`config.mk`:
```
export PLATFORM = sky130hd
export DESIGN_NAME = best_rational_approximation
export DESIGN_NICKNAME = d
export VERILOG_FILES = /design/src/rtl/core/bra_pkg.sv /design/src/rtl/core/best_rational_approximation.sv /design/src/rtl/core/bra_divider.sv /design/src/rtl/core/bra_conv.sv
export SDC_FILE = /design/constraint.sdc
export NUM_CORES = 1
export LEC_CHECK = 0
export ABC_AREA = 1
export BUFFER_PORTS_ARGS = -buffer_cell sky130_fd_sc_hd__buf_2
export CAP_MARGIN = 15
export CORE_MARGIN = 3
export CORE_UTILIZATION = 63
export CTS_CLUSTER_SIZE = 12
export DETAILED_ROUTE_END_ITERATION = 8
export PLACE_DENSITY = 0.82
export SKIP_LAST_GASP = 1
export SYNTH_ARGS = -nofsm -noshare
export SYNTH_HDL_FRONTEND = slang
export SYNTH_SLANG_ARGS = --single-unit
```
`constraint.sdc`:
```
create_clock -name clk -period 5.85 [get_ports clk]
set_clock_uncertainty 0.05 [all_clocks]
set_input_delay 0.2925 -clock clk [delete_from_list [all_inputs] [get_ports clk]]
set_output_delay 0.2925 -clock clk [all_outputs]
set_load 0.02 [all_outputs]
```
`src/rtl/core/bra_pkg.sv`:
```
`timescale 1ns / 1ps

package bra_pkg;

	// Fixed field widths of the ports
	localparam int IN_W  = 32;
	localparam int NUM_W = 32;
	localparam int CFG_W = 16;

	// Quotient bits per continued-fraction term, one per cycle
	localparam int DIV_STEPS = 32;
	localparam int STEP_CW   = $clog2(DIV_STEPS);

	// Largest positive numerator
	localparam logic [NUM_W-1:0] NUM_POS_MAX = 32'h7FFF_FFFF;

	// Sequencer commands shared by the divider and the convergent unit
	typedef struct packed {
		logic init;    // load a new item
		logic step;    // one quotient bit
		logic commit;  // close the current term
	} bra_ctl_t;

	// Divider status toward the sequencer and the convergent unit
	typedef struct packed {
		logic qbit;      // quotient bit of this step
		logic rem_zero;  // remainder of the finished term is zero
	} bra_div_t;

endpackage

```
`src/rtl/core/best_rational_approximation.sv`:
```
// Best rational approximation: each input beat carries a signed fixed-point
// value (FRAC_BITS fraction bits) and yields one output beat with the
// continued-fraction convergent of largest denominator not above
// max_denominator, as a signed numerator and an unsigned denominator.
// The expansion runs on the magnitude with exact Euclid steps; the sign goes
// on the numerator. A zero input gives 0/1, a limit of zero gives 1/0, and the
// numerator saturates to the 32-bit signed range. Each term runs through
// the bit-serial restoring divider (one quotient bit a cycle, fed straight
// into the convergent multiply-accumulate) and is then closed in a commit
// step; an item has at most about 24 terms with 16 fraction bits.
// One item is in work at a time; a finished result waits in the output
// register while the next input beat is taken. Write max_denominator
// (reset 65535) only while the block is idle; the write port is always ready.
`timescale 1ns / 1ps

module best_rational_approximation import bra_pkg::*; #(
	parameter int FRAC_BITS = 16,
	parameter int DEN_BITS  = 16
) (
	input  logic                       clk,
	input  logic                       arst_n,
	// input beats
	input  logic                       in_valid,
	output logic                       in_stall,
	input  logic signed [IN_W-1:0]     value_q,
	// output beats
	output logic                       out_valid,
	input  logic                       out_stall,
	output logic signed [NUM_W-1:0]    numerator,
	output logic        [DEN_BITS-1:0] denominator,
	// limit register write
	input  logic                       cfg_valid,
	output logic                       cfg_ready,
	input  logic        [CFG_W-1:0]    max_denominator
);

	// Limit width: the register is 16 bits, further masked to DEN_BITS
	localparam int LW = (DEN_BITS < CFG_W) ? DEN_BITS : CFG_W;
	// Numerator width: |h| < |x|*k + 1 with |x| <= 2^(31-FRAC_BITS), k < 2^16
	localparam int HW = 49 - FRAC_BITS;
	// Width for the saturation compare
	localparam int SW = (HW > NUM_W + 1) ? HW : NUM_W + 1;

	localparam logic [SW-1:0] SAT_POS = SW'(NUM_POS_MAX);
	localparam logic [SW-1:0] SAT_NEG = SW'(NUM_POS_MAX) + SW'(1);

	localparam logic [1:0] ST_IDLE   = 2'd0;
	localparam logic [1:0] ST_RUN    = 2'd1;
	localparam logic [1:0] ST_COMMIT = 2'd2;
	localparam logic [1:0] ST_DONE   = 2'd3;

	logic [1:0]         state_q, state_d;
	logic [STEP_CW-1:0] cnt_q;
	logic [LW-1:0]      lim_q;
	logic               neg_q;

	logic               out_valid_q;
	logic [NUM_W-1:0]   numerator_q;
	logic [DEN_BITS-1:0] denominator_q;

	logic               in_take;
	logic               out_load;
	logic               last_step;
	logic [IN_W-1:0]    mag;

	bra_ctl_t           ctl;
	bra_div_t           div_sts;
	logic [HW-1:0]      conv_h;
	logic [LW-1:0]      conv_k;
	logic               conv_stop;

	logic [SW-1:0]      h_ext;
	logic [SW-1:0]      h_sat;
	logic [NUM_W-1:0]   num_nx;

	// ---------------------------------------------------------------
	// Handshakes
	// ---------------------------------------------------------------
	assign in_stall  = (state_q != ST_IDLE);
	assign in_take   = in_valid && !in_stall;
	assign cfg_ready = 1'b1;
	assign out_valid = out_valid_q;
	assign numerator = numerator_q;
	assign denominator = denominator_q;

	// Result moves to the output register once that register is free
	assign out_load  = (state_q == ST_DONE) && (!out_valid_q || !out_stall);
	assign last_step = (cnt_q == STEP_CW'(DIV_STEPS - 1));

	// Magnitude of the input; the most negative value maps to 2^31 exactly
	assign mag = value_q[IN_W-1] ? (~value_q + IN_W'(1)) : value_q;

	// ---------------------------------------------------------------
	// Sequencer
	// ---------------------------------------------------------------
	always_comb begin
		state_d = state_q;
		case (state_q)
			ST_IDLE: begin
				if (in_take) state_d = ST_RUN;
			end
			ST_RUN: begin
				if (last_step) state_d = ST_COMMIT;
			end
			ST_COMMIT: begin
				// stop on the denominator limit or on an exact remainder
				if (conv_stop || div_sts.rem_zero) state_d = ST_DONE;
				else state_d = ST_RUN;
			end
			ST_DONE: begin
				if (out_load) state_d = ST_IDLE;
			end
			default: begin
				state_d = ST_IDLE;
			end
		endcase
	end

	always_ff @(posedge clk or negedge arst_n) begin
		if (!arst_n) begin
			state_q <= ST_IDLE;
			cnt_q   <= '0;
		end else begin
			state_q <= state_d;
			if (state_q == ST_RUN) cnt_q <= cnt_q + STEP_CW'(1);
			else cnt_q <= '0;
		end
	end

	always_comb begin
		ctl.init   = in_take;
		ctl.step   = (state_q == ST_RUN);
		ctl.commit = (state_q == ST_COMMIT);
	end

	// Limit register: hold between writes
	always_ff @(posedge clk or negedge arst_n) begin
		if (!arst_n) begin
			lim_q <= '1;
		end else if (cfg_valid && cfg_ready) begin
			lim_q <= max_denominator[LW-1:0];
		end
	end

	always_ff @(posedge clk) begin
		if (in_take) neg_q <= value_q[IN_W-1];
	end

	// ---------------------------------------------------------------
	// Datapath
	// ---------------------------------------------------------------
	bra_divider #(
		.FRAC_BITS(FRAC_BITS)
	) u_div (
		.clk     (clk),
		.ctl     (ctl),
		.dividend(mag),
		.sts     (div_sts)
	);

	bra_conv #(
		.HW(HW),
		.LW(LW)
	) u_conv (
		.clk   (clk),
		.arst_n(arst_n),
		.ctl   (ctl),
		.qbit  (div_sts.qbit),
		.lim   (lim_q),
		.h     (conv_h),
		.k     (conv_k),
		.stop  (conv_stop)
	);

	// Saturate the magnitude, then apply the sign unless the denominator is zero
	always_comb begin
		h_ext = SW'(conv_h);
		if (neg_q && (conv_k != '0)) begin
			h_sat  = (h_ext > SAT_NEG) ? SAT_NEG : h_ext;
			num_nx = ~h_sat[NUM_W-1:0] + NUM_W'(1);
		end else begin
			h_sat  = (h_ext > SAT_POS) ? SAT_POS : h_ext;
			num_nx = h_sat[NUM_W-1:0];
		end
	end

	// ---------------------------------------------------------------
	// Output register: hold while stalled, drop once taken
	// ---------------------------------------------------------------
	always_ff @(posedge clk or negedge arst_n) begin
		if (!arst_n) begin
			out_valid_q <= 1'b0;
		end else if (out_load) begin
			out_valid_q <= 1'b1;
		end else if (!out_stall) begin
			out_valid_q <= 1'b0;
		end
	end

	always_ff @(posedge clk) begin
		if (out_load) begin
			numerator_q   <= num_nx;
			denominator_q <= DEN_BITS'(conv_k);
		end
	end

endmodule

```
`src/rtl/core/bra_divider.sv`:
```
`timescale 1ns / 1ps

// Restoring divider, one quotient bit per cycle, MSB first.
module bra_divider import bra_pkg::*; #(
	parameter int FRAC_BITS = 16
) (
	input  logic            clk,
	input  bra_ctl_t        ctl,
	input  logic [IN_W-1:0] dividend,
	output bra_div_t        sts
);

	localparam int QW = FRAC_BITS + 1;

	logic [IN_W-1:0] dvd_q;
	logic [QW-1:0]   dvs_q;
	logic [QW-1:0]   rem_q;

	logic [QW:0]   trial;
	logic [QW:0]   diff;
	logic          fits;
	logic [QW-1:0] rem_nx;

	always_comb begin
		trial  = {rem_q, dvd_q[IN_W-1]};
		fits   = trial >= {1'b0, dvs_q};
		diff   = trial - {1'b0, dvs_q};
		rem_nx = fits ? diff[QW-1:0] : trial[QW-1:0];
	end

	always_ff @(posedge clk) begin
		if (ctl.init) begin
			dvd_q <= dividend;
			dvs_q <= QW'(1) << FRAC_BITS;
			rem_q <= '0;
		end else if (ctl.step) begin
			dvd_q <= {dvd_q[IN_W-2:0], 1'b0};
			rem_q <= rem_nx;
		end else if (ctl.commit) begin
			// (p, q) <- (q, r)
			dvd_q <= IN_W'(dvs_q);
			dvs_q <= rem_q;
			rem_q <= '0;
		end
	end

	assign sts.qbit     = fits;
	assign sts.rem_zero = (rem_q == '0);

endmodule

```
`src/rtl/core/bra_conv.sv`:
```
`timescale 1ns / 1ps

// Convergent recurrence h = a*h + hp, k = a*k + kp, fed with the term a
// one bit per cycle, MSB first.
module bra_conv import bra_pkg::*; #(
	parameter int HW = 33,
	parameter int LW = 16
) (
	input  logic          clk,
	input  logic          arst_n,
	input  bra_ctl_t      ctl,
	input  logic          qbit,
	input  logic [LW-1:0] lim,
	output logic [HW-1:0] h,
	output logic [LW-1:0] k,
	output logic          stop
);

	logic [HW-1:0] h_q, hp_q, hacc_q;
	logic [LW-1:0] k_q, kp_q, kacc_q;
	logic          over_q;

	logic [HW-1:0] hstep;
	logic [LW+1:0] kstep;
	logic [LW:0]   knew;

	always_comb begin
		hstep = {hacc_q[HW-2:0], 1'b0} + (qbit ? h_q : '0);
		kstep = {1'b0, kacc_q, 1'b0} + (qbit ? (LW+2)'(k_q) : '0);
		knew  = {1'b0, kacc_q} + {1'b0, kp_q};
		stop  = over_q || (knew > {1'b0, lim});
	end

	// Sticky: partial products only grow, so once above the limit, stay there
	always_ff @(posedge clk or negedge arst_n) begin
		if (!arst_n) begin
			over_q <= 1'b0;
		end else if (ctl.init || ctl.commit) begin
			over_q <= 1'b0;
		end else if (ctl.step && (kstep > (LW+2)'(lim))) begin
			over_q <= 1'b1;
		end
	end

	always_ff @(posedge clk) begin
		if (ctl.init) begin
			h_q    <= HW'(1);
			hp_q   <= '0;
			k_q    <= '0;
			kp_q   <= LW'(1);
			hacc_q <= '0;
			kacc_q <= '0;
		end else if (ctl.step) begin
			hacc_q <= hstep;
			kacc_q <= kstep[LW-1:0];
		end else if (ctl.commit) begin
			if (!stop) begin
				h_q  <= hacc_q + hp_q;
				hp_q <= h_q;
				k_q  <= knew[LW-1:0];
				kp_q <= k_q;
			end
			hacc_q <= '0;
			kacc_q <= '0;
		end
	end

	assign h = h_q;
	assign k = k_q;

endmodule

```
Word level (Yosys, flattened, before mapping)
Cells that the tools add are included.
{ "classes": {"n_mux": 26, "magnitude_cmp": 5, "add_sub_neg": 8, "n_eq_ne": 8, "reduce_logical": 21, "bitwise_logic": 4} }
{ "ops": {"columns": ["op", "n"], "rows": [
  ["32-bit two-way mux", 7],
  ["33-bit two-way mux", 3],
  ["33-bit adder", 2],
  ["32-bit inverter", 2],
  ["17-bit two-way mux", 3],
  ["16-bit two-way mux", 3],
  ["33-bit by 31-bit > comparator with 1-bit output (second input constant)", 1],
  ["33-bit by 32-bit > comparator with 1-bit output (second input constant)", 1],
  ["32-bit by 1-bit adder with 32-bit output (second input constant)", 1],
  ["32-bit by 2-bit adder with 32-bit output (second input constant)", 1],
  ["17-bit by 18-bit adder with 18-bit output", 1],
  ["18-bit by 17-bit >= comparator with 1-bit output", 1],
  ["18-bit by 16-bit > comparator with 1-bit output", 1],
  ["16-bit by 16-bit adder with 17-bit output", 1],
  ["17-bit by 16-bit > comparator with 1-bit output", 1],
  ["17-bit logical NOT", 1],
  ["17-bit subtractor", 1],
  ["16-bit nonzero test", 1],
  ["2-bit two-way mux", 4],
  ["2-bit one-hot mux with 4 select lines", 1],
  ["2-bit inequality test (second input constant)", 3],
  ["3-bit AND reduction", 2],
  ["2-bit nonzero test", 3],
  ["5-bit by 1-bit adder with 5-bit output (second input constant)", 1],
  ["other kinds (13)", 26]
]} }
{ "totals": {"in_bits": 53, "ff_bits": 287, "wordCells": 89} }

Depth between registers and ports, before layout
Gate-level depths: netlist (run 1).
{ "logic_depth": {"ltp_word": 7, "mapped_depth": 34, "depth_no_buf": 33} }

By module
From an unflattened synthesis (run 1), not the netlist that was laid out.
{ "hier_totals": {"hier_cells": 3184, "hier_area_um2": 21549.4} }
{ "by_module_without_submodules": {"columns": ["module", "instances", "area_each_um2", "seq_area_each_um2", "cells_each"], "rows": [
  ["bra_conv", 1, 12562.0, 2967.8, 2041],
  ["best_rational_approximation", 1, 4882.2, 2092.0, 608],
  ["bra_divider", 1, 4105.2, 1641.6, 535]
]} }

Worst setup path after synthesis (run 1)
OpenSTA, ideal clock, no wires.
{ "synth_path": {"kind": "register -> register", "from": "register u_div.dvd_q[31]", "to": "register u_conv.over_q", "stages_incl_launch_ff": 34, "slack_ns": 1.518, "arrival_ns": 4.155, "t_required_ns": 5.673, "path_cell_list": "edfxtp_1 inv_1 ha_1 fa_1 o21ai_2 nand2_1 nand2_1 nand2_1 nand2_1 nand2_1 nand2_2 inv_2 buf_2 buf_6 nor2_1 fa_1 nand3_1 nand2_1 nand4_1 nand2_1 nand2_1 o21ai_0 nand3_1 nand2_1 nand2_1 and2_1 ha_1 nand2_1 nor2_1 nand4_1 nand2_1 nand2_1 nand2_1 a21boi_0"} }
{ "synth_between": {"elab_chain_cells": 6} }
{ "synth_rtl": {"columns": ["element", "line_no", "rtl"], "rows": [
  ["start: declaration", "bra_divider.sv:15", "logic [IN_W-1:0] dvd_q;"],
  ["start signal: assignment", "bra_divider.sv:33", "dvd_q <= dividend;"],
  ["start signal: assignment", "bra_divider.sv:37", "dvd_q <= {dvd_q[IN_W-2:0], 1'b0};"],
  ["start signal: assignment", "bra_divider.sv:41", "dvd_q <= IN_W'(dvs_q);"],
  ["18-bit by 17-bit >= comparator with 1-bit output", "bra_divider.sv:26", "fits = trial >= {1'b0, dvs_q};"],
  ["16-bit two-way mux", "bra_conv.sv:29", "kstep = {1'b0, kacc_q, 1'b0} + (qbit ? (LW+2)'(k_q) : '0);"],
  ["17-bit by 18-bit adder with 18-bit output", "bra_conv.sv:29", null],
  ["18-bit by 16-bit > comparator with 1-bit output", "bra_conv.sv:40", "end else if (ctl.step && (kstep > (LW+2)'(lim))) begin"],
  ["1-bit logical AND", "bra_conv.sv:40", null],
  ["2-bit nonzero test (no line)", null, null],
  ["end signal: assignment", "bra_conv.sv:37", "over_q <= 1'b0;"],
  ["end signal: assignment", "bra_conv.sv:39", "over_q <= 1'b0;"],
  ["end signal: assignment", "bra_conv.sv:41", "over_q <= 1'b1;"],
  ["end: declaration", "bra_conv.sv:21", "logic over_q;"]
]} }
No other way between the ends.
A chain may end at the register's enable or synchronous reset.

Worst setup path in the final report (run 1)
Same ends and word-level chain as after synthesis.

==> results.toml, run 1 <==
[synthesis]
synth_top_area_share_pct = 17.7
yosys-top-cells-count = "nand2_1, a21oi_1, nor2_1, inv_1, o21ai_0"
ys_types = 58
async_reset_ff_share_pct = 8.71
synth_area_um2 = 20500
synthFlopType = "dfxtp_1"
synth_fp_nets = 3222
avgSynthCellArea_um2 = 6.81
ys_seq_area_share_pct = 32.7
ys_seq_elements = 287
yosysMostFrequentCell = "nand2_1"
synth_area_leader_cell = "dfxtp_1"
synth_edf_count = 81
yosys-top-cells-area = "dfxtp_1, nand2_1, edfxtp_1"
yosysWarnings = 0
synthCells = 3012

[floorplanning]
die-area_um2 = 34800
initial_core_util_pct = 64.5
core_area_um2 = 31800
die_h_um = 186
ios = 104
die_x_um = 186
row_count = 65

[global_route]
first_global_vias = 19400
antenna_found_initial = 0
grt.total_usage_pct = 32.8
grt_max_degree = 98
grt_pass1_wl_mm = 95.7
grt-ovfl-total = 0

[job]
drv_cap = 0

[sta]
period_share_pct = 81.3
tightestPinTransition_ns = 0.980
relSlewSlack_pct = 34.6
drv_slew = 0
period_needed_ns = 4.76
finalWorstSetupSlack_ns = 1.09
whs_ns = 0.0104
max_freq_ghz = 0.210
rsz0062_at_grt = "no"
setup_viol = 0
hold_viol = 0
timing.setup.tns_ns = 0

[placed_design]
hpwl_mm = 43.7
io_buffers = 102
gp_congestion = 0.981
pre_cts_slack_ns = 1.21

[clocking]
ctsResizeCount = 0
clkTransAtPathRegs_ns = 0.06
clockRootBuffer = "clkbuf_16"
htreeDepth = 2
cts.sinks = 287
cts_buffers = 35
cts_tree = "built"
clock_path_buffers = 3
insertion_delay_ns = 0.51

[critical_path]
worst_r2r_path_depth = 32
crit_path_start_kind = "flop"
path_common_cell = "nand2_1"
endpoint_kind = "flop"
reg2reg_slack_ns = 1.09
timing_worst_setup_path_type = "flop to flop"
critPathRequiredTime_ns = 6.20
crit_slowest_cell = "fa_1"
cpPeakStageDelay_ns = 0.42
crit_arrival_ns = 5.10
crit_fanout = 16

[detailed_routing]
drt-total-wl_mm = 58.5
drc = 0
vias_per_cell = 5.84
vias = 20600
ant_nets = 0
dr.first_iter.drc_count = 1916
dr.pass1.iters = 6
wl_per_cell_um = 16.6

[power]
leakagePower_nw = 10.9
ir_worst_vdd_mv = 0.324
power_density_nw_per_um2 = 504

[layout]
multiInputGateArea_um2 = 12100
final_core_util_pct = 70.5
regArea_um2 = 6700
drive_gt1_share_pct = 7.57
fillers = 2790
fin_nets = 3275
diodes = 0
flow.area_growth_from_synthesis_pct = 9.18

[status]
outcome = "finished, final reports clean"

[worst_hold_path]
hold_depth = 3
hold_path_class = "input port to flop"
[power by group]
part | internal (mW) | switching [mW]
clock network | 1.25 | 0.839
logic | 1.79 | 3.94
registers | 2.91 | 0.576
[sequential cells by signal, summed over array words and instances, names as in the netlist]
name and cells:
state_q 2, neg_q 1, numerator 32, u_conv.kacc_q 16, denominator 16, u_conv.k 16
u_div.dvd_q 32, out_valid 1, u_conv.hp_q 33, u_div.rem_q 17, u_div.dvs_q 17, u_conv.over_q 1
u_conv.hacc_q 33, lim_q 16, u_conv.kp_q 16, cnt_q 5, u_conv.h 33
[cell type report]
cell class / instances / area share, %
Clock buffer: 43 / 4.27
Clock inverter: 19 / 0.648
Inverter: 309 / 5.20
Multi-Input combinational cell: 2297 / 53.9
Sequential cell: 287 / 29.9
Tap cell: 435 / 2.43
Timing Repair Buffer: 135 / 3.63
[cells in the final DEF, fill, tap and decap left out, types with 4 or more instances in the layout]
cell type	instances
nand3b_1	13
nand3_1	111
nor2_2	11
a21boi_0	4
nor3_1	26
o21ai_1	14
buf_4	15
dfxtp_1	181
and2_1	4
dfrtp_1	9
o21a_1	8
o31ai_1	16
dfstp_2	16
nor2_1	319
a21o_1	16
clkinv_1	12
clkbuf_1	4
o21bai_1	8
nand2_1	804
inv_1	298
ha_1	152
buf_2	102
nand4_1	91
a31oi_1	7
nor4_1	14
clkbuf_16	36
a211oi_1	4
or2_2	8
dlygate4sd3_1	17
inv_2	6
xnor2_1	20
nand2_2	8
fa_1	5
clkinv_2	4
edfxtp_1	81
o21ai_0	213
o211ai_1	9
xor2_1	40
o41ai_1	10
a21oi_1	337
[path summary, 6_finish.rpt]
check                                             start                      endpoint
setup / recovery              u_div.dvd_q[31]$_DFFE_PP_     u_conv.over_q$_DFFE_PN0P_
hold / removal                                out_stall         out_valid$_DFFE_PN0P_
setup reg to reg              u_div.dvd_q[31]$_DFFE_PP_     u_conv.over_q$_DFFE_PN0P_
hold reg to reg            u_conv.hp_q[10]$_SDFFE_PP0P_  u_conv.hp_q[10]$_SDFFE_PP0P_
max in group asynchronous                        arst_n            cnt_q[3]$_DFF_PN0_
min in group asynchronous                        arst_n            cnt_q[4]$_DFF_PN0_
[worst max-delay path: cells and delay by family, from the launching register on]
family          cells  cell delay [ns]
compound gates      3             0.60
simple gates       22             2.12
buf+inv             2             0.18
fa+ha+maj           5             1.34
flops               1             0.34
[cells by family after synthesis]
| group | Yosys count | share of synthesized area, % |
|---|---|---|
| flip-flops | 287 | 32.7 |
| AND/OR/NAND/NOR | 1425 | 29.2 |
| XOR/XNOR | 60 | 2.56 |
| other | 1 | 0.0183 |
| multiplexers | 1 | 0.0549 |
| AO/OA/AOI/OAI | 653 | 17.1 |
| buffers and inverters | 428 | 8.63 |
| adder cells (fa/ha/maj) | 157 | 9.75 |
[metal layers]
layer / track usage, % / routed length, µm / part of all wire (%)
met1: 46.0 / 25500 / 44
met2: 51.9 / 25400 / 43
met3: 6.05 / 5840 / 10
met4: 9.89 / 1700 / 2.9
met5: 0 / 0 / 0
[per-stage QoR]
step | instances | instance area [µm²] | power, mW
after detailed placement | 3446 | 21100 | 9.09
final | 3525 | 22400 | 11.3
after global routing | 3525 | 22400 | 12.2
after floorplan | 3012 | 20500 | 7.67
after CTS | 3525 | 22400 | 11.2
after global placement | 3446 | 21100 | 8.95
[repair_timing]
item,CTS,global route
hold buffers,17,0
setup buffers,0,0
endpoints found under the hold margin,25,0
Note: power is estimated with default switching activity, not from simulation.
==> inputs of run 2 (changes only) <==
==> constraint.sdc (replaced) <==
create_clock -name clk -period 4.5 [get_ports clk]
set_clock_uncertainty 0.05 [all_clocks]
set_input_delay 0.225 -clock clk [delete_from_list [all_inputs] [get_ports clk]]
set_output_delay 0.225 -clock clk [all_outputs]
set_load 0.02 [all_outputs]
==> run 2 against run 1 <==
Wire length is 3.8% higher; sequential power is 30% higher; via count is 1.4% higher; setup slack worse by 0.92 ns; first-iteration DRC count is 18% higher; clock power is 30% higher; largest power group unchanged; count of clock-buffer cells in the layout is 5 higher; die area stayed put.
==> results.toml, run 2 (synthesis gave the netlist of run 1 again) <==
[worst_hold_path]
hold_path_class = "input port to flop"

[job]
drv_cap = 0

[sta]
finalWorstSetupSlack_ns = 0.180
period_needed_ns = 4.32
max_freq_ghz = 0.231
period_share_pct = 96.0
tightestPinTransition_ns = 1.08
setup_viol = 0
hold_viol = 0
relSlewSlack_pct = 27.5
drv_slew = 0
rsz0062_at_grt = "yes"
whs_ns = 0.0242

[critical_path]
critPathRequiredTime_ns = 4.91
cpPeakStageDelay_ns = 0.41
worst_r2r_path_depth = 31
path_depth = 31
crit_slowest_cell = "fa_2"
crit_arrival_ns = 4.73
endpoint = "u_conv.over_q$_DFFE_PN0P_"
critPathTopFamily = "simple AND/OR/NAND/NOR gates"
timing_worst_setup_path_type = "flop to flop"
reg2reg_slack_ns = 0.18
crit_path_start_kind = "flop"
crit_path_start = "u_div.dvd_q[31]$_DFFE_PP_"
crit_fanout = 15
r2r_end = "u_conv.over_q$_DFFE_PN0P_"
endpoint_kind = "flop"
path_common_cell = "nand2_1"
reg2reg_from = "u_div.dvd_q[31]$_DFFE_PP_"
critPathBufInv = 4

[detailed_routing]
vias = 20900
wl_per_cell_um = 17.1
drt-total-wl_mm = 60.7
drc = 0
vias_per_cell = 5.89
dr.first_iter.drc_count = 2270
ant_nets = 0
dr.pass1.iters = 6

[layout]
fin_area_um2 = 22700
final_common_cell = "nand2_1"
finalNonFillerCells = 3545
drive_gt1_share_pct = 8.68
diodes = 0
final_cell_mix = "nand2_1, a21oi_1, nor2_1"
flow.area_growth_from_synthesis_pct = 10.6
fin_nets = 3295

[power]
power_density_nw_per_um2 = 659
ir_worst_vdd_mv = 0.433
leakagePower_nw = 11.0

[floorplanning]
die-area_um2 = 34800
die_h_um = 186
ios = 104
die_x_um = 186
core_area_um2 = 31800
initial_core_util_pct = 64.5
row_count = 65

[global_route]
grt_pass1_wl_mm = 97.8
first_global_vias = 19300
antenna_found_initial = 0
grt.total_usage_pct = 33.8
grt-ovfl-total = 0
grt_max_degree = 100

[placed_design]
place_inst = 3455
gp_congestion = 1.01
io_buffers = 102
placed_cell_area_um2 = 21200
hpwl_mm = 44.3
pre_cts_slack_ns = 0.0234

[clocking]
clock_path_buffers = 3
cts_tree = "built"
insertion_delay_ns = 0.54
clkTransAtPathRegs_ns = 0.06
clockRootBuffer = "clkbuf_16"
htreeDepth = 2
cts.sinks = 287
cts_buffers = 34

[status]
outcome = "finished, final reports clean"
run 2: tightest hold or removal path, stage by stage:
cell and delay (ns):
buf_2 0.12, o21ai_0 0.10, nand2_1 0.06
run 2: through the flow:
stage	setup TNS [ns]	power, mW	util, %
6_report	0	15.0	71.4
5_1_grt	-0.131	16.1	71.4
4_1_cts	0	14.7	70.9
3_5_place_dp	0	11.9	66.8
3_3_place_gp	0	11.7	66.8
2_1_floorplan	0	9.97	-
run 2: worst min path at each step:
stage | start | endpoint | cells after the start
after floorplan | arst_n | cnt_q[0]$_DFF_PN0_ | 0
after global placement | arst_n | out_valid$_DFFE_PN0P_ | 1
after detailed placement | arst_n | out_valid$_DFFE_PN0P_ | 1
after CTS | value_q[30] | u_div.dvd_q[30]$_DFFE_PP_ | 3
after global routing | value_q[12] | u_div.dvd_q[12]$_DFFE_PP_ | 3
final | value_q[12] | u_div.dvd_q[12]$_DFFE_PP_ | 3
run 2: area by class of cell:
class,instances,area [µm²]
multi-input combinational,2297,12200
fill,2703,9100
sequential,287,6700
inverter,309,1160
timing repair buffer,156,1030
clock buffer,48,1010
tap,435,544
clock inverter,13,87.6
run 2: repair_timing:
| action | CTS | global route |
|---|---|---|
| setup endpoints to repair | 1 | 84 |
| gates resized for setup | 1 | 28 |
| hold endpoints to repair | 30 | 0 |
| hold buffers | 22 | 0 |
| pin swaps | 0 | 9 |
| buffers inserted | 0 | 7 |
run 2: where the power goes:
part	switching, mW	internal [mW]
sequential	0.743	3.78
combinational	5.27	2.46
clock	1.09	1.62
total	7.10	7.86
run 2: routing by layer:
layer | GRT usage (%) | up-vias | share of wire (%)
met1 | 47.8 | 9515 | 44
met5 | 0 | - | 0
met3 | 5.97 | 159 | 9.5
li1 | - | 10200 | -
met4 | 11.9 | 0 | 3.3
met2 | 52.4 | 1034 | 43
==> inputs of run 3 (changes only) <==
--- a/config.mk
+++ b/config.mk
@@ -9,11 +9,12 @@
 export BUFFER_PORTS_ARGS = -buffer_cell sky130_fd_sc_hd__buf_2
 export CAP_MARGIN = 15
 export CORE_MARGIN = 3
-export CORE_UTILIZATION = 63
+export CORE_UTILIZATION = 66
 export CTS_CLUSTER_SIZE = 12
 export DETAILED_ROUTE_END_ITERATION = 8
-export PLACE_DENSITY = 0.82
+export PLACE_DENSITY = 0.85
 export SKIP_LAST_GASP = 1
 export SYNTH_ARGS = -nofsm -noshare
 export SYNTH_HDL_FRONTEND = slang
+export SYNTH_HIERARCHICAL = 1
 export SYNTH_SLANG_ARGS = --single-unit
==> constraint.sdc (replaced) <==
create_clock -name clk -period 5.5 [get_ports clk]
set_clock_uncertainty 0.05 [all_clocks]
set_input_delay 0.275 -clock clk [delete_from_list [all_inputs] [get_ports clk]]
set_output_delay 0.275 -clock clk [all_outputs]
set_load 0.02 [all_outputs]
==> run 3 against run 2 <==
Core utilization is 2.1 points higher; sequential share of layout area is 0.92 points lower; clock power is 20% lower; critical path type unchanged; setup slack better by 0.72 ns; global-route usage is 1.5 points higher; register-to-register slack better by 0.72 ns; first-iteration DRC count is 1.3% higher; synthesized cell count is 5.7% higher; highest routed layer unchanged; die area is 0.22% higher; non-clock buffer count is 20 lower; wire length is 6.0% higher; design area is 3.2% higher.
==> results.toml, run 3 <==
[status]
outcome = "finished, final reports clean"

[clocking]
ctsResizeCount = 0
clock_path_buffers = 3
htreeDepth = 1
cts_tree = "built"
cts_setup_buffers = 0
insertion_delay_ns = 0.59
cts_buffers = 31
clockRootBuffer = "clkbuf_16"
clkTransAtPathRegs_ns = 0.07
cts.sinks = 287
hold_buffers = 18

[floorplanning]
core_area_um2 = 31900
initial_core_util_pct = 67.6
die_x_um = 187
die_h_um = 187
die-area_um2 = 34900
row_count = 65
ios = 104

[critical_path]
crit_slowest_cell = "fa_1"
critPathRequiredTime_ns = 5.92
crit_arrival_ns = 5.02
endpoint_kind = "flop"
crit_path_start_kind = "flop"
path_common_cell = "nand2_1"
critPathTopFamily = "simple AND/OR/NAND/NOR gates"
cpPeakStageDelay_ns = 0.42
timing_worst_setup_path_type = "flop to flop"
critPathBufInv = 4
crit_fanout = 20

[power]
ir_worst_vdd_mv = 0.422
leakagePower_nw = 11.8
total_power_mw = 12.8
power_density_nw_per_um2 = 545

[detailed_routing]
vias_per_cell = 5.92
ant_nets = 0
wl_per_cell_um = 17.4
dr.pass1.iters = 7
vias = 21900
drc = 0
drt-total-wl_mm = 64.4
dr.first_iter.drc_count = 2300

[synthesis]
ys_seq_area_share_pct = 31.1
synth_area_um2 = 21500
ys_types = 59
synth_area_leader_cell = "dfxtp_1"
yosys-top-cells-area = "dfxtp_1, nand2_1, edfxtp_1"
async_reset_ff_share_pct = 8.71
synthCells = 3184
synth_fp_nets = 3389
yosysWarnings = 6
synth_edf_count = 81
yosys-top-cells-count = "nand2_1, inv_1, a21oi_1, nor2_1, dfxtp_1"
synthFlopType = "dfxtp_1"
yosysMostFrequentCell = "nand2_1"
avgSynthCellArea_um2 = 6.77
ys_seq_elements = 287
synth_top_area_share_pct = 16.8

[global_route]
grt-ovfl-total = 0
antenna_found_initial = 0
first_global_vias = 20300
use_met2_pct = 57.0
grt_max_degree = 93
grtUsageMet3_pct = 5.45
grt_pass1_wl_mm = 103
grt.total_usage_pct = 35.3
top_usage_layer = "met2"
met1_usage_pct = 48.3

[sta]
hold_viol = 0
period_share_pct = 83.7
tightestPinTransition_ns = 1.02
max_freq_ghz = 0.217
period_needed_ns = 4.60
rsz0062_at_grt = "no"
setup_viol = 0
timing.setup.tns_ns = 0
relSlewSlack_pct = 31.9
drv_slew = 0

[layout]
flow.area_growth_from_synthesis_pct = 8.69
final_cell_mix = "nand2_1, inv_1, a21oi_1"
fin_nets = 3442
diodes = 0
drive_gt1_share_pct = 8.43
final_common_cell = "nand2_1"

[placed_design]
gp_congestion = 1.03
hpwl_mm = 46.1
io_buffers = 102

[job]
drv_cap = 0

[worst_hold_path]
hold_path_class = "input port to flop"
run 3: cell count changes after synthesis, sizes merged, moves of 15 or more:
| cell | delta |
|---|---|
| nand3 | +47 |
| inv | +141 |
| nand4 | +26 |
| nor2 | -84 |
| a22o | +16 |
| nand2 | +158 |
| mux2 | +15 |
| o21ai | -86 |
| xnor2 | +21 |
| a21oi | -92 |
run 3: area by class of cell:
class | count | area (µm²)
repair buffers | 136 | 823
well taps | 435 | 544
flip-flops and latches | 287 | 6700
multi-input cells | 2334 | 12600
clock inverters | 7 | 110
fillers | 2631 | 8460
clock buffers | 50 | 940
inverters | 447 | 1680
run 3: metrics by stage:
stage	area [µm²]	utilization, %	instances	setup WS, ns	hold WS (ns)
2_1_floorplan	21500	-	3184	0.845	-0.0706
3_3_place_gp	22200	69.6	3621	1.16	0.229
3_5_place_dp	22200	69.6	3621	0.981	0.251
4_1_cts	23400	73.5	3696	0.950	0.0170
5_1_grt	23400	73.5	3696	0.512	0.0272
6_report	23400	73.5	3696	0.898	0.0374
run 3: final timing paths:
check | slack (ns) | depth (start not counted) | start | endpoint
min reg2reg | 0.42 | 2 | u_conv/kp_q[14]$_SDFFE_PP0P_ | u_conv/kp_q[14]$_SDFFE_PP0P_
max in group asynchronous | 4.80 | 2 | arst_n | cnt_q[0]$_DFF_PN0_
max reg2reg | 0.90 | 29 | u_div/dvs_q[9]$_SDFFE_PP0P_ | u_conv/over_q$_DFFE_PN0P_
min in group asynchronous | 0.19 | 2 | arst_n | out_valid$_DFFE_PN0P_
min | 0.04 | 2 | value_q[0] | u_div/dvd_q[0]$_DFFE_PP_
max | 0.90 | 29 | u_div/dvs_q[9]$_SDFFE_PP0P_ | u_conv/over_q$_DFFE_PN0P_
run 3: cells by family (layout without fill, tap and decap cells):
group                      Yosys count  count (layout)  share of synthesized area, %
adders and majority gates          152             152                          9.00
DFF                                287             287                          31.1
muxes                               16              16                         0.836
other                                1               1                        0.0174
and+or+nand+nor                   1583            1583                          31.9
xor gates and xnor gates            81              81                          3.29
AOI/OAI and AO/OA                  501             501                          13.3
buffers and inverters              563             640                          10.6
run 3: where the power goes:
part / switching [mW] / internal [mW] / total, mW
Combinational: 4.71 / 2.19 / 6.90
Sequential: 0.641 / 3.03 / 3.67
Clock: 0.879 / 1.30 / 2.18
run 3: metal layers:
metal | share of wire, % | vias to the layer above
met3 | 8.9 | 174
met1 | 42 | 10100
li1 | - | 10500
met2 | 45 | 1077
met5 | 0 | -
met4 | 3.8 | 0
